--- config.mk ---
export PLATFORM = sky130hd
export DESIGN_NAME = twist_to_speed_radius_command_core_flat
export DESIGN_NICKNAME = d
export VERILOG_FILES = /design/src/sv/ttsr_pkg.sv /design/src/sv/ttsr_if.sv /design/src/sv/twist_to_speed_radius_command_core.sv /design/src/sv/ttsr_front.sv /design/src/sv/ttsr_div.sv /design/src/sv/ttsr_back.sv /design/src/flat_wrapper.sv
export SDC_FILE = /design/constraint.sdc
export NUM_CORES = 2
export LEC_CHECK = 0
export ABC_CLOCK_PERIOD_IN_PS = 19750
export BUFFER_PORTS_ARGS = -buffer_cell sky130_fd_sc_hd__clkbuf_2
export CORE_UTILIZATION = 58
export DETAILED_ROUTE_END_ITERATION = 10
export PLACE_DENSITY_LB_ADDON = 0.12
export SYNTH_ARGS = -nofsm -noshare
export SYNTH_HDL_FRONTEND = slang
export SYNTH_MEMORY_MAX_BITS = 65536
export SYNTH_SLANG_ARGS = --single-unit
export TNS_END_PERCENT = 20
--- constraint.sdc ---
create_clock -name clock -period 19.75 [get_ports clock]
set_input_delay 0.9875 -clock clock [delete_from_list [all_inputs] [get_ports clock]]
set_output_delay 0.9875 -clock clock [all_outputs]
set_load 0.1 [all_outputs]
--- src/sv/ttsr_pkg.sv ---
// Shared widths, constants, codes and pipeline types of the twist to speed/radius core.
package ttsr_pkg;

   // Field and register widths
   localparam int VX_W       = 16;
   localparam int WZ_W       = 20;
   localparam int TRACK_W    = 12;
   localparam int DZ_W       = 10;
   localparam int MINS_W     = 10;
   localparam int OUT_W      = 16;
   localparam int CASE_W     = 2;
   localparam int CSR_IDX_W  = 2;
   localparam int CSR_DATA_W = 12;

   // Register reset values
   localparam logic [TRACK_W-1:0] TRACK_RESET = 12'd485;
   localparam logic [DZ_W-1:0]    DZ_RESET    = 10'd100;
   localparam logic [MINS_W-1:0]  MINS_RESET  = 10'd50;

   // Arithmetic widths
   localparam int QUO_BITS = 16;                // radius quotient bits
   localparam int NUM_W    = 29;                // |vx| * 10000
   localparam int PROD_W   = 31;                // track * |wz|
   localparam int PRE_SH   = 5;                 // 20000 = 32 * 625
   localparam int X_W      = PROD_W - PRE_SH;   // track * |wz| / 32
   localparam int RECIP_W  = 27;
   localparam int RECIP_SH = 36;
   localparam int RPROD_W  = X_W + RECIP_W;
   localparam int QT_W     = RPROD_W - RECIP_SH; // track * |wz| / 20000
   localparam int P625_W   = 27;
   localparam int CMP_W    = WZ_W + QUO_BITS;
   localparam int SAT_W    = 18;

   localparam logic [13:0]        RADIUS_SCALE = 14'd10000;
   localparam logic [RECIP_W-1:0] RECIP_625    = 27'd109951162; // floor(2^36 / 625)
   localparam logic [9:0]         DIV_625      = 10'd625;

   // Pipeline depths
   localparam int FRONT_STAGES = 5;
   localparam int DIV_STAGES   = QUO_BITS + 1;

   typedef enum logic [CASE_W-1:0] {
      CASE_STRAIGHT = 2'd0,
      CASE_SPIN     = 2'd1,
      CASE_ARC      = 2'd2
   } ttsr_case_type;

   typedef enum logic [CSR_IDX_W-1:0] {
      CSR_TRACK     = 2'd0,
      CSR_DEAD_ZONE = 2'd1,
      CSR_MIN_SPIN  = 2'd2
   } ttsr_csr_type;

   typedef struct packed {
      logic                 vx_neg;
      logic                 vx_zero;
      logic [VX_W-1:0]      vx_mag;
      logic                 wz_neg;
      logic                 wz_zero;
      logic [WZ_W-1:0]      wz_mag;
      ttsr_case_type        dcase;
      logic [NUM_W-1:0]     num;
      logic [PROD_W-1:0]    prod;
      logic [RPROD_W-1:0]   rprod;
      logic [QT_W-1:0]      quo_t;
      logic [P625_W-1:0]    p625;
      logic                 ovf;
      logic [QUO_BITS-1:0]  quo_r;
   } ttsr_item_type;

   typedef struct packed {
      logic          valid;
      ttsr_item_type item;
   } ttsr_stage_type;

endpackage

--- src/sv/ttsr_if.sv ---
// Valid/ready channel interfaces: command input, result output and register write port.
interface ttsr_req_if;
   import ttsr_pkg::*;
   logic                   valid;
   logic                   ready;
   logic signed [VX_W-1:0] linear_velocity;
   logic signed [WZ_W-1:0] angular_rate;
   modport source (output valid, linear_velocity, angular_rate, input ready);
   modport sink   (input valid, linear_velocity, angular_rate, output ready);
endinterface

interface ttsr_rsp_if;
   import ttsr_pkg::*;
   logic                    valid;
   logic                    ready;
   logic signed [OUT_W-1:0] speed_cmd;
   logic signed [OUT_W-1:0] radius_cmd;
   logic [CASE_W-1:0]       drive_case;
   modport source (output valid, speed_cmd, radius_cmd, drive_case, input ready);
   modport sink   (input valid, speed_cmd, radius_cmd, drive_case, output ready);
endinterface

interface ttsr_csr_if;
   import ttsr_pkg::*;
   logic                  valid;
   logic                  ready;
   logic [CSR_IDX_W-1:0]  index;
   logic [CSR_DATA_W-1:0] wdata;
   modport source (output valid, index, wdata, input ready);
   modport sink   (input valid, index, wdata, output ready);
endinterface

--- src/sv/twist_to_speed_radius_command_core.sv ---
// Top level of the twist to speed/radius command core: registers and pipeline hookup.
//
// Converts a linear velocity (mm/s) and yaw rate (1e-4 rad/s) into a wheel speed
// (mm/s), turn radius (mm) and drive case (straight, spin in place, arc).
// Channels: req_ch takes command items, rsp_ch delivers one result item per command,
// csr_ch writes track width, dead zone and minimum spin speed (index 0, 1, 2); it is
// always ready and ignores unknown indexes. Write registers only while no item is in
// flight.
// Pipeline: 23 register stages, in order: five front stages (dead zone, products,
// case pick, divide by 20000 through a reciprocal multiply and correction),
// seventeen divider stages (overflow check and one restoring radius quotient bit per
// stage) and the output register.
// Throughput: one item per cycle while no stall holds the pipeline; every stage
// takes a new item each cycle unless it is held.
// Stall: each stage holds while its successor is full and stalled, so bubbles close
// up and new items are accepted until the pipeline is full; nothing is lost.
// Reset clears all valid bits and loads the register defaults (485, 100, 50).
module twist_to_speed_radius_command_core (
   input  logic        clock,
   input  logic        reset,
   ttsr_req_if.sink    req_ch,
   ttsr_rsp_if.source  rsp_ch,
   ttsr_csr_if.sink    csr_ch
);
   import ttsr_pkg::*;

   logic [TRACK_W-1:0] track_ff;
   logic [DZ_W-1:0]    dz_ff;
   logic [MINS_W-1:0]  mins_ff;

   ttsr_stage_type     front_st;
   ttsr_stage_type     div_st;
   logic               front_en;
   logic               div_en;
   logic               back_en;

   // Register writes
   assign csr_ch.ready = 1'b1;

   always_ff @(posedge clock) begin
      if (reset) begin
         track_ff <= TRACK_RESET;
         dz_ff    <= DZ_RESET;
         mins_ff  <= MINS_RESET;
      end else if (csr_ch.valid) begin
         unique case (csr_ch.index)
            CSR_TRACK:     track_ff <= csr_ch.wdata[TRACK_W-1:0];
            CSR_DEAD_ZONE: dz_ff    <= csr_ch.wdata[DZ_W-1:0];
            CSR_MIN_SPIN:  mins_ff  <= csr_ch.wdata[MINS_W-1:0];
            default: ;
         endcase
      end
   end

   assign req_ch.ready = front_en;

   ttsr_front u_front (
      .clock           (clock),
      .reset           (reset),
      .in_valid        (req_ch.valid),
      .linear_velocity (req_ch.linear_velocity),
      .angular_rate    (req_ch.angular_rate),
      .track_width     (track_ff),
      .dead_zone       (dz_ff),
      .en_dn           (div_en),
      .en_up           (front_en),
      .out_st          (front_st)
   );

   ttsr_div u_div (
      .clock  (clock),
      .reset  (reset),
      .in_st  (front_st),
      .en_dn  (back_en),
      .en_up  (div_en),
      .out_st (div_st)
   );

   ttsr_back u_back (
      .clock    (clock),
      .reset    (reset),
      .in_st    (div_st),
      .min_spin (mins_ff),
      .en_up    (back_en),
      .rsp_ch   (rsp_ch)
   );

endmodule

--- src/sv/ttsr_front.sv ---
// Front pipeline: dead zone, magnitudes, products, case decision and track term / 20000.
module ttsr_front (
   input  logic                           clock,
   input  logic                           reset,
   input  logic                           in_valid,
   input  logic signed [ttsr_pkg::VX_W-1:0] linear_velocity,
   input  logic signed [ttsr_pkg::WZ_W-1:0] angular_rate,
   input  logic [ttsr_pkg::TRACK_W-1:0]   track_width,
   input  logic [ttsr_pkg::DZ_W-1:0]      dead_zone,
   input  logic                           en_dn,
   output logic                           en_up,
   output ttsr_pkg::ttsr_stage_type       out_st
);
   import ttsr_pkg::*;

   localparam int LAST = FRONT_STAGES - 1;

   logic [FRONT_STAGES-1:0] valid_ff;
   logic [FRONT_STAGES-1:0] en;
   ttsr_item_type           item_ff [FRONT_STAGES];
   ttsr_item_type           item_in [FRONT_STAGES];

   // Stage enables: a stage moves when empty or when the next one moves
   genvar g;
   generate
      for (g = 0; g < LAST; g++) begin : g_en
         assign en[g] = !valid_ff[g] || en[g+1];
      end
   endgenerate
   assign en[LAST] = !valid_ff[LAST] || en_dn;
   assign en_up    = en[0];

   // Per-stage work
   always_comb begin
      logic [VX_W-1:0]    vx_abs;
      logic [WZ_W-1:0]    wz_abs;
      logic               below_dz;
      logic [29:0]        nprod;
      logic [31:0]        tprod;
      logic [RPROD_W-1:0] rp;
      logic [X_W-1:0]     x;
      logic [P625_W-1:0]  rem;

      // stage 0: magnitudes and dead zone
      vx_abs = linear_velocity[VX_W-1] ? VX_W'(-linear_velocity) : VX_W'(linear_velocity);
      wz_abs = angular_rate[WZ_W-1] ? WZ_W'(-angular_rate) : WZ_W'(angular_rate);
      below_dz = vx_abs < {{(VX_W-DZ_W){1'b0}}, dead_zone};
      item_in[0]         = '0;
      item_in[0].vx_zero = below_dz || (vx_abs == '0);
      item_in[0].vx_neg  = linear_velocity[VX_W-1] && !below_dz;
      item_in[0].vx_mag  = below_dz ? '0 : vx_abs;
      item_in[0].wz_neg  = angular_rate[WZ_W-1];
      item_in[0].wz_zero = (angular_rate == '0);
      item_in[0].wz_mag  = wz_abs;

      // stage 1: |vx| * 10000 and track * |wz|
      item_in[1]      = item_ff[0];
      nprod           = 30'(item_ff[0].vx_mag) * 30'(RADIUS_SCALE);
      tprod           = 32'(track_width) * 32'(item_ff[0].wz_mag);
      item_in[1].num  = nprod[NUM_W-1:0];
      item_in[1].prod = tprod[PROD_W-1:0];

      // stage 2: pick the case, start the divide by 625
      item_in[2] = item_ff[1];
      if (item_ff[1].wz_zero) begin
         item_in[2].dcase = CASE_STRAIGHT;
      end else if (item_ff[1].vx_zero ||
                   item_ff[1].num <= {{(NUM_W-WZ_W){1'b0}}, item_ff[1].wz_mag}) begin
         item_in[2].dcase = CASE_SPIN;
      end else begin
         item_in[2].dcase = CASE_ARC;
      end
      x  = item_ff[1].prod[PROD_W-1:PRE_SH];
      rp = RPROD_W'(x) * RPROD_W'(RECIP_625);
      item_in[2].rprod = rp;

      // stage 3: estimate quotient, form its product with 625
      item_in[3]       = item_ff[2];
      item_in[3].quo_t = item_ff[2].rprod[RPROD_W-1:RECIP_SH];
      item_in[3].p625  = P625_W'(item_ff[2].rprod[RPROD_W-1:RECIP_SH]) * P625_W'(DIV_625);

      // stage 4: correct the estimate by one where the remainder is too large
      item_in[4] = item_ff[3];
      rem = P625_W'(item_ff[3].prod[PROD_W-1:PRE_SH]) - item_ff[3].p625;
      if (rem >= P625_W'(DIV_625)) begin
         item_in[4].quo_t = item_ff[3].quo_t + QT_W'(1);
      end
   end

   // Stage registers
   always_ff @(posedge clock) begin
      if (reset) begin
         valid_ff <= '0;
      end else begin
         if (en[0]) begin
            valid_ff[0] <= in_valid;
         end
         for (int i = 1; i < FRONT_STAGES; i++) begin
            if (en[i]) begin
               valid_ff[i] <= valid_ff[i-1];
            end
         end
      end
   end

   always_ff @(posedge clock) begin
      if (en[0] && in_valid) begin
         item_ff[0] <= item_in[0];
      end
      for (int i = 1; i < FRONT_STAGES; i++) begin
         if (en[i] && valid_ff[i-1]) begin
            item_ff[i] <= item_in[i];
         end
      end
   end

   assign out_st.valid = valid_ff[LAST];
   assign out_st.item  = item_ff[LAST];

endmodule

--- src/sv/ttsr_div.sv ---
// Radius divider: overflow check, then one restoring quotient bit per pipeline stage.
module ttsr_div (
   input  logic                     clock,
   input  logic                     reset,
   input  ttsr_pkg::ttsr_stage_type in_st,
   input  logic                     en_dn,
   output logic                     en_up,
   output ttsr_pkg::ttsr_stage_type out_st
);
   import ttsr_pkg::*;

   localparam int LAST = DIV_STAGES - 1;

   logic [DIV_STAGES-1:0] valid_ff;
   logic [DIV_STAGES-1:0] en;
   ttsr_item_type         item_ff [DIV_STAGES];
   ttsr_item_type         item_in [DIV_STAGES];

   // One restoring step: subtract divisor << sh where it fits
   function automatic ttsr_item_type div_step(input ttsr_item_type it, input logic [3:0] sh);
      logic [CMP_W-1:0] dsh;
      logic [CMP_W-1:0] rem;
      ttsr_item_type    o;
      o   = it;
      dsh = CMP_W'(it.wz_mag) << sh;
      rem = CMP_W'(it.num);
      if (rem >= dsh) begin
         o.num       = NUM_W'(rem - dsh);
         o.quo_r[sh] = 1'b1;
      end else begin
         o.quo_r[sh] = 1'b0;
      end
      return o;
   endfunction

   // Quotient that needs more than the kept bits saturates later
   always_comb begin
      item_in[0]     = in_st.item;
      item_in[0].ovf = CMP_W'(in_st.item.num) >= {in_st.item.wz_mag, {QUO_BITS{1'b0}}};
   end

   genvar g;
   generate
      for (g = 1; g < DIV_STAGES; g++) begin : g_step
         assign item_in[g] = div_step(item_ff[g-1], 4'(QUO_BITS - g));
      end
      for (g = 0; g < LAST; g++) begin : g_en
         assign en[g] = !valid_ff[g] || en[g+1];
      end
   endgenerate
   assign en[LAST] = !valid_ff[LAST] || en_dn;
   assign en_up    = en[0];

   // Stage registers
   always_ff @(posedge clock) begin
      if (reset) begin
         valid_ff <= '0;
      end else begin
         if (en[0]) begin
            valid_ff[0] <= in_st.valid;
         end
         for (int i = 1; i < DIV_STAGES; i++) begin
            if (en[i]) begin
               valid_ff[i] <= valid_ff[i-1];
            end
         end
      end
   end

   always_ff @(posedge clock) begin
      if (en[0] && in_st.valid) begin
         item_ff[0] <= item_in[0];
      end
      for (int i = 1; i < DIV_STAGES; i++) begin
         if (en[i] && valid_ff[i-1]) begin
            item_ff[i] <= item_in[i];
         end
      end
   end

   assign out_st.valid = valid_ff[LAST];
   assign out_st.item  = item_ff[LAST];

endmodule

--- src/sv/ttsr_back.sv ---
// Output stage: apply signs, minimum spin speed and saturation, hold the result item.
module ttsr_back (
   input  logic                     clock,
   input  logic                     reset,
   input  ttsr_pkg::ttsr_stage_type in_st,
   input  logic [ttsr_pkg::MINS_W-1:0] min_spin,
   output logic                     en_up,
   ttsr_rsp_if.source               rsp_ch
);
   import ttsr_pkg::*;

   logic              valid_ff;
   logic [OUT_W-1:0]  speed_ff, speed_in;
   logic [OUT_W-1:0]  radius_ff, radius_in;
   ttsr_case_type     case_ff;
   logic              en;

   // Signed result from magnitude and sign, clamped to 16-bit range
   function automatic logic [OUT_W-1:0] saturate(input logic [SAT_W-1:0] m, input logic neg);
      logic [SAT_W-1:0] n;
      n = ~m + SAT_W'(1);
      if (neg) begin
         if (m >= SAT_W'(32768)) return 16'h8000;
         else return n[OUT_W-1:0];
      end else begin
         if (m >= SAT_W'(32767)) return 16'h7FFF;
         else return m[OUT_W-1:0];
      end
   endfunction

   always_comb begin
      logic [SAT_W-1:0] spin_mag;
      logic [SAT_W-1:0] arc_mag;
      logic [SAT_W-1:0] rad_mag;
      spin_mag = (in_st.item.quo_t < QT_W'(min_spin)) ? SAT_W'(min_spin)
                                                      : SAT_W'(in_st.item.quo_t);
      arc_mag  = SAT_W'(in_st.item.vx_mag) + SAT_W'(in_st.item.quo_t);
      rad_mag  = in_st.item.ovf ? {SAT_W{1'b1}} : SAT_W'(in_st.item.quo_r);
      unique case (in_st.item.dcase)
         CASE_STRAIGHT: begin
            speed_in  = saturate(SAT_W'(in_st.item.vx_mag), in_st.item.vx_neg);
            radius_in = '0;
         end
         CASE_SPIN: begin
            speed_in  = saturate(spin_mag, in_st.item.wz_neg);
            radius_in = OUT_W'(1);
         end
         CASE_ARC: begin
            speed_in  = saturate(arc_mag, in_st.item.vx_neg);
            radius_in = saturate(rad_mag, in_st.item.vx_neg ^ in_st.item.wz_neg);
         end
         default: begin
            speed_in  = '0;
            radius_in = '0;
         end
      endcase
   end

   // Output register moves when empty or when the item is taken
   assign en    = !valid_ff || rsp_ch.ready;
   assign en_up = en;

   always_ff @(posedge clock) begin
      if (reset) begin
         valid_ff <= 1'b0;
      end else if (en) begin
         valid_ff <= in_st.valid;
      end
   end

   always_ff @(posedge clock) begin
      if (en && in_st.valid) begin
         speed_ff  <= speed_in;
         radius_ff <= radius_in;
         case_ff   <= in_st.item.dcase;
      end
   end

   assign rsp_ch.valid      = valid_ff;
   assign rsp_ch.speed_cmd  = speed_ff;
   assign rsp_ch.radius_cmd = radius_ff;
   assign rsp_ch.drive_case = case_ff;

endmodule

--- src/flat_wrapper.sv ---
// flat-port wrapper written by rule: the top's interface ports become plain ports
module twist_to_speed_radius_command_core_flat import ttsr_pkg::*;
  (clock, reset, req_ch_valid, req_ch_linear_velocity, req_ch_angular_rate, req_ch_ready, rsp_ch_valid, rsp_ch_speed_cmd, rsp_ch_radius_cmd, rsp_ch_drive_case, rsp_ch_ready, csr_ch_valid, csr_ch_index, csr_ch_wdata, csr_ch_ready);
  ttsr_req_if req_ch_i ();
  ttsr_rsp_if rsp_ch_i ();
  ttsr_csr_if csr_ch_i ();
  input  logic clock;
  input  logic reset;
  input wire logic [$bits(req_ch_i.valid)-1:0] req_ch_valid;
  input wire logic [$bits(req_ch_i.linear_velocity)-1:0] req_ch_linear_velocity;
  input wire logic [$bits(req_ch_i.angular_rate)-1:0] req_ch_angular_rate;
  output wire logic [$bits(req_ch_i.ready)-1:0] req_ch_ready;
  output wire logic [$bits(rsp_ch_i.valid)-1:0] rsp_ch_valid;
  output wire logic [$bits(rsp_ch_i.speed_cmd)-1:0] rsp_ch_speed_cmd;
  output wire logic [$bits(rsp_ch_i.radius_cmd)-1:0] rsp_ch_radius_cmd;
  output wire logic [$bits(rsp_ch_i.drive_case)-1:0] rsp_ch_drive_case;
  input wire logic [$bits(rsp_ch_i.ready)-1:0] rsp_ch_ready;
  input wire logic [$bits(csr_ch_i.valid)-1:0] csr_ch_valid;
  input wire logic [$bits(csr_ch_i.index)-1:0] csr_ch_index;
  input wire logic [$bits(csr_ch_i.wdata)-1:0] csr_ch_wdata;
  output wire logic [$bits(csr_ch_i.ready)-1:0] csr_ch_ready;
  assign req_ch_i.valid = req_ch_valid;
  assign req_ch_i.linear_velocity = req_ch_linear_velocity;
  assign req_ch_i.angular_rate = req_ch_angular_rate;
  assign req_ch_ready = req_ch_i.ready;
  assign rsp_ch_valid = rsp_ch_i.valid;
  assign rsp_ch_speed_cmd = rsp_ch_i.speed_cmd;
  assign rsp_ch_radius_cmd = rsp_ch_i.radius_cmd;
  assign rsp_ch_drive_case = rsp_ch_i.drive_case;
  assign rsp_ch_i.ready = rsp_ch_ready;
  assign csr_ch_i.valid = csr_ch_valid;
  assign csr_ch_i.index = csr_ch_index;
  assign csr_ch_i.wdata = csr_ch_wdata;
  assign csr_ch_ready = csr_ch_i.ready;
  twist_to_speed_radius_command_core u_core (.clock(clock), .reset(reset), .req_ch(req_ch_i), .rsp_ch(rsp_ch_i), .csr_ch(csr_ch_i));
endmodule
* Word-level counts from Yosys, hierarchy flattened
Memories as Yosys holds them, arrays and structs flattened.
Cells that the tools add are included.
** Operators by class
- Div/mod/pow operators :: 0
- $add $sub $neg :: 25
- Shift operators :: 0
- Bitwise operators :: 5
- Multipliers :: 4
- Equal/unequal tests :: 4
- Reductions and logical operators :: 80
- Muxes and demuxes :: 98
- $lt $le $gt $ge :: 29
** Operator list (number)
- 29-bit two-way mux :: 16
- 16-bit two-way mux :: 14
- 29-bit subtractor :: 7
- 16-bit by 1-bit adder with 16-bit output, second input constant :: 4
- 16-bit inverter :: 4
- 1-bit two-way mux :: 60
- 26-bit by 26-bit multiplier with 52-bit output, second input constant :: 1
- 16-bit case mux with 3 select lines :: 1
- 18-bit by 15-bit greater-or-equal comparator with 1-bit output, second input constant :: 2
- 18-bit by 16-bit greater-or-equal comparator with 1-bit output, second input constant :: 2
- 29-bit by 36-bit greater-or-equal comparator with 1-bit output :: 1
- 29-bit by 35-bit greater-or-equal comparator with 1-bit output :: 1
- 29-bit by 34-bit greater-or-equal comparator with 1-bit output :: 1
- 17-bit two-way mux :: 2
- 29-bit by 33-bit greater-or-equal comparator with 1-bit output :: 1
- 29-bit by 32-bit greater-or-equal comparator with 1-bit output :: 1
- 16-bit case mux with 2 select lines :: 1
- 29-bit by 31-bit greater-or-equal comparator with 1-bit output :: 1
- 12-bit by 20-bit multiplier with 31-bit output :: 1
- 29-bit by 30-bit greater-or-equal comparator with 1-bit output :: 1
- 29-bit by 20-bit greater-or-equal comparator with 1-bit output :: 1
- 29-bit by 21-bit greater-or-equal comparator with 1-bit output :: 1
- 29-bit by 22-bit greater-or-equal comparator with 1-bit output :: 1
- 29-bit by 23-bit greater-or-equal comparator with 1-bit output :: 1
- 43 further kinds :: 119
** Storage, ports and cells
- Register bits after elaboration :: 89
- Logic and storage cells :: 276
- Input bits :: 55
- Latch bits :: 0
- Memories kept :: 2
- RAM bits :: 4752
- ROM bits :: 0
** Memory list
- u_core.u_div.item_ff :: words 17, width 216, rd ports 17, clocked after memory_dff 0, write ports 17, RTL line ttsr_div.sv:16 : ttsr_item_type item_ff [DIV_STAGES];
- u_core.u_front.item_ff :: words 5, width 216, rd ports 5, clocked after memory_dff 0, write ports 5, RTL line ttsr_front.sv:20 : ttsr_item_type item_ff [FRONT_STAGES];

* Longest topological paths before layout
- Depth in word-level cells :: 27
- Mapped depth :: 25
- Mapped depth without buffers :: 25

* Modules after synthesis
From an unflattened synthesis, not the netlist that was laid out.
** Second synthesis, totals
- Cell total of the unflattened synthesis :: 11709
- Area total of the unflattened synthesis :: 183972.7 um2
** Modules (own cells, without submodules)
- ttsr_div :: cells each 6737, seq. area each 106522.2 um2, times used 1, area an instance 128235.5 um2
- ttsr_front :: cells each 4130, seq. area each 18928.2 um2, times used 1, area an instance 49179.7 um2
- ttsr_back :: cells each 710, seq. area each 1041.0 um2, times used 1, area an instance 5230.0 um2
- twist_to_speed_radius_command_core :: cells each 132, seq. area each 640.6 um2, times used 1, area an instance 1327.5 um2

* Least setup slack after synthesis
Ideal clock, no wire load.
- Kind :: input port to flip-flop
- Start point :: input port rsp_ch_ready
- End point :: memory u_core.u_front.item_ff[0][669] (netlist bit) (enable)
- Arrival time :: 10967 ps
- Stages on the path :: 8
- Path buffers :: 0
- Setup slack :: 7975 ps
- Setup time :: 808 ps
- Path through :: nor3b_1 > nand2_1 > nor4_1 > and2_1 > and3_1 > nand2_1 > nor2_1 > a21boi_0
** RTL lines
- from (decl) :: RTL line flat_wrapper.sv:17 : input wire logic [$bits(rsp_ch_i.ready)-1:0] rsp_ch_ready;
- to (decl) :: RTL line ttsr_front.sv:20

==> impl_summary.md <==
Run status
The run finished, with violations left. The final reports fail on design-rule violations.

Timing
Setup repair after global routing left no endpoint under its margin. The count of endpoints failing hold in the final timing report came to 0. The share of the clock period used by the worst path after layout is 39.2%.

The worst relative slew slack is between 20 and 30%. The final worst clock skew is 0.0732 ns. The worst hold slack after final layout is 0.358 ns. The aggregate negative setup slack is 0 ns. Timing would allow up to 0.129 GHz. Setup violations remaining at the end of the flow were counted as 0. The worst path in the final design needs a cycle of 7.75 ns, including I/O delays and setup. The transition time at the pin with the least slew margin is 1.04 ns. The final max-slew violation count was 0.

Synthesis
The summed instance area of the synthesized netlist is 0.110 mm². The register bit total from synthesis is 1991. The async set-or-reset flop fraction in the synthesized netlist is 0%.

The synthesized net count is 10213. The post-synthesis instance total is 8718. Summed over all instances, the cell type with the most area after synthesis is edfxtp_1. The count of flip-flops with a built-in enable after synthesis is 1936. The most common flop cell mapped by yosys is edfxtp_1.

The part of the Yosys area used for sequential elements is 53.9%. The number of synthesis warnings is 0. In this run the mean area of a mapped cell was 12.6 µm². The area fraction of the dominant cell type after synthesis is around 53%. After synthesis, the cell types taking the most area are edfxtp_1 (53%), ha_1 (10%), fa_1 (10%). Yosys mapped the design onto 94 distinct sky130hd cell types.

CTS
The number of hold buffers added after CTS was 0. The total clock buffers created by CTS is 200. No sink is reached through more buffers than the 3 on the longest clock path.

CTS built an H-tree with a depth of 4. The cell sitting at the root of the clock tree is a clkbuf_16. The insertion delay to the later sink of the worst-skew pair is 0.87 ns. The clock slew at the register clock pins of the worst setup and hold paths is roughly 0.060 ns. The number of buffers inserted to repair setup after CTS is 0. The CTS tree is yes. Clock tree synthesis found a total of 1991 sinks. The number of gates resized after CTS is 0.

Cells and area
The growth of design area from synthesis to finish is 9.47%. The fill cell total of the finished layout is 14201. The final net count is approximately 10000. The share of final-layout standard cells stronger than drive strength 1 is approximately 6.9%.

Hold path
Along the worst hold path, the cell count comes to 1. The path category of the worst min-delay check is in -> reg.

Routing
Dividing the detail-routed wire length by the instance count gives 19.6 µm. The final layout contains routed wiring with a total length of between 200000 and 250000 µm. The first-pass detailed-route iteration total is 11.

For this run, design rule violations remaining after detail routing come to 16. The detail route stage leaves a number of antenna-violating nets equal to 0. The number of design-rule violations left by the first detailed-router iteration is 4322. The routed layout has 64189 vias. Dividing the detail-routed via count by the number of cells gives ~5.5.

Placed design
The count of buffers added on input and output ports is 90. Routability-driven placement finished with a final weighted congestion of slightly above 0.9. After legalization and detailed placement, the total HPWL measured about 180000 µm.

Setup path
STA puts the critical path data required time at 20.31 ns. STA classifies the critical path endpoint as a flip-flop. The worst setup path is launched from a flip-flop. The worst register-to-register path has a depth of 24.

The critical path data arrival time is 8.31 ns. The critical path start-end classification is reg -> reg. Along the worst path, the maximum fanout reaches 10.

Floorplan
In this run the standard cell core region covers approximately 0.19 mm². The die span in y is 437 µm. After floorplanning, the core was divided into 159 placement rows. The floorplan step defined a die boundary enclosing 0.191 mm². Once the floorplan was initialized, standard cells occupied 58.4% of the core. The number of I/O pins is 92. The die is 437 µm wide.

Run
The number of max-cap violations is 0.

Global route
The via count of the first global-routing pass is 65842. Entering global routing, the biggest net connects 81 pins. The first global-routing pass estimated 360000 µm of wire. The initial antenna violation count was 2. Global routing used 24.1% of the available tracks. The total overflow left after global routing is 0.
kinds of logic (layout without fill, tap and decap cells):
| group | Yosys count | after routing | synth area share [%] |
|---|---|---|---|
| fa+ha+maj | 1440 | 1440 | 20.2 |
| simple gates | 1830 | 1830 | 8.20 |
| buf+inv | 1585 | 1954 | 5.43 |
| xor+xnor | 386 | 386 | 3.08 |
| mux | 130 | 130 | 1.29 |
| flops | 1991 | 1991 | 53.9 |
| compound gates | 1355 | 1355 | 7.90 |
| other cells | 1 | 3 | 0.00341 |
routing by layer:
layer | wire, µm | part of all wire (%) | GRT usage, % | vias to the layer above
li1 | - | - | - | 30939
met4 | 7280 | 3.2 | 7.87 | 0
met1 | 95800 | 42 | 30.8 | 31606
met3 | 8570 | 3.8 | 3.15 | 351
met2 | 115000 | 51 | 42.5 | 1293
met5 | 0 | 0 | 0 | -
per-stage QoR:
step                area (µm²)  setup slack, ns  utilization (%)  std cells
finish                  120000            12.00             64.0      11584
global route            120000            11.62             64.0      11583
CTS                     120000            11.98             64.0      11582
detailed placement      114000            11.99             60.4      11211
global placement        114000            12.02             60.4      11211
floorplan               110000             7.98                -       8718
final cells by class:
type / count / area, µm² / share of cell area [%]
Sequential cell: 1991 / 59200 / 49.3
Multi-Input combinational cell: 5142 / 45000 / 37.4
Inverter: 1439 / 5400 / 4.49
Clock buffer: 258 / 5340 / 4.44
Tap cell: 2495 / 3120 / 2.60
Clock inverter: 113 / 1360 / 1.13
Timing Repair Buffer: 144 / 856 / 0.712
Antenna cell: 2 / 5.00 / 0.00416
worst paths after layout:
check | start | to | slack (ns)
min reg2reg | u_core.u_div.item_ff[0][913]$_DFFE_PP_ | u_core.u_div.item_ff[0][1129]$_DFFE_PP_ | 0.37
min | req_ch_angular_rate[0] | u_core.u_front.item_ff[0][176]$_DFFE_PP_ | 0.36
max reg2reg | u_core.u_front.item_ff[0][351]$_DFFE_PP_ | u_core.u_front.item_ff[0][545]$_DFFE_PP_ | 12.00
max | u_core.u_front.item_ff[0][351]$_DFFE_PP_ | u_core.u_front.item_ff[0][545]$_DFFE_PP_ | 12.00
layout by cell type, fill, tap and decap left out, types with 28 or more instances in the layout:
| master | n |
|---|---|
| nand2_1 | 600 |
| or2_2 | 29 |
| clkinv_2 | 34 |
| edfxtp_1 | 1936 |
| clkbuf_2 | 90 |
| mux2_2 | 91 |
| dfxtp_1 | 55 |
| o21a_1 | 49 |
| nand3_1 | 114 |
| buf_4 | 54 |
| xor2_1 | 145 |
| clkbuf_1 | 46 |
| nor2b_1 | 90 |
| ha_1 | 887 |
| nand2b_1 | 69 |
| nor3_1 | 134 |
| o21bai_1 | 43 |
| a211oi_1 | 41 |
| xnor2_1 | 241 |
| clkinv_1 | 28 |
| clkbuf_16 | 200 |
| inv_1 | 1437 |
| and3_1 | 50 |
| nor4_1 | 53 |
| mux2i_1 | 39 |
| and2_1 | 91 |
| fa_1 | 553 |
| a211o_1 | 28 |
| o21ai_0 | 324 |
| nand4_1 | 84 |
| nor2_1 | 346 |
| or3_1 | 39 |
| a21oi_1 | 350 |
| o31ai_1 | 59 |
| a21boi_0 | 51 |
| a31oi_1 | 40 |
| a21o_1 | 162 |
synth_stat cells (all sizes together), types with 19 or more instances:
| master | number |
|---|---|
| edfxtp | 1936 |
| inv | 1437 |
| ha | 887 |
| nand2 | 600 |
| fa | 553 |
| a21oi | 356 |
| nor2 | 347 |
| o21ai | 324 |
| xnor2 | 241 |
| a21o | 163 |
| xor2 | 145 |
| nor3 | 136 |
| clkbuf | 134 |
| nand3 | 114 |
| nor2b | 100 |
| and2 | 93 |
| mux2 | 91 |
| nand4 | 84 |
| nand2b | 69 |
| o31ai | 59 |
| a21boi | 57 |
| dfxtp | 55 |
| nor4 | 54 |
| and3 | 50 |
| o21a | 49 |
| a31oi | 44 |
| a211oi | 43 |
| o21bai | 43 |
| or3 | 40 |
| mux2i | 39 |
| or2 | 30 |
| a211o | 28 |
| o211ai | 27 |
| or4 | 26 |
| nor3b | 19 |
state kept, by name (all words and copies together) (netlist names):
name / count
u_core.dz_ff: 10
u_core.u_back.rsp_ch.speed_cmd: 16
u_core.u_back.rsp_ch.valid: 1
u_core.u_back.rsp_ch.drive_case: 2
u_core.track_ff: 12
u_core.u_front.valid_ff: 5
u_core.u_div.valid_ff: 17
u_core.u_div.item_ff: 1466
u_core.mins_ff: 10
u_core.u_back.rsp_ch.radius_cmd: 16
u_core.u_front.item_ff: 436
critical path, stage by stage, from the launching register on:
cell	delay [ns]
edfxtp_1	0.68
ha_1	0.47
inv_1	0.11
fa_1	0.55
inv_1	0.07
fa_1	0.52
fa_1	0.45
fa_1	0.52
fa_1	0.54
inv_1	0.06
fa_1	0.55
inv_1	0.05
ha_1	0.33
a21o_1	0.18
a21o_1	0.17
a21oi_1	0.38
nand4b_1	0.13
o311ai_0	0.34
buf_4	0.22
a31oi_1	0.13
a221oi_1	0.34
a211o_1	0.23
o2111ai_1	0.17
a21oi_1	0.21
xnor2_1	0.08
Power is left out: the tool's default activity adds up to more than one toggle a clock period on the data nets, which glitch-free logic cannot reach.
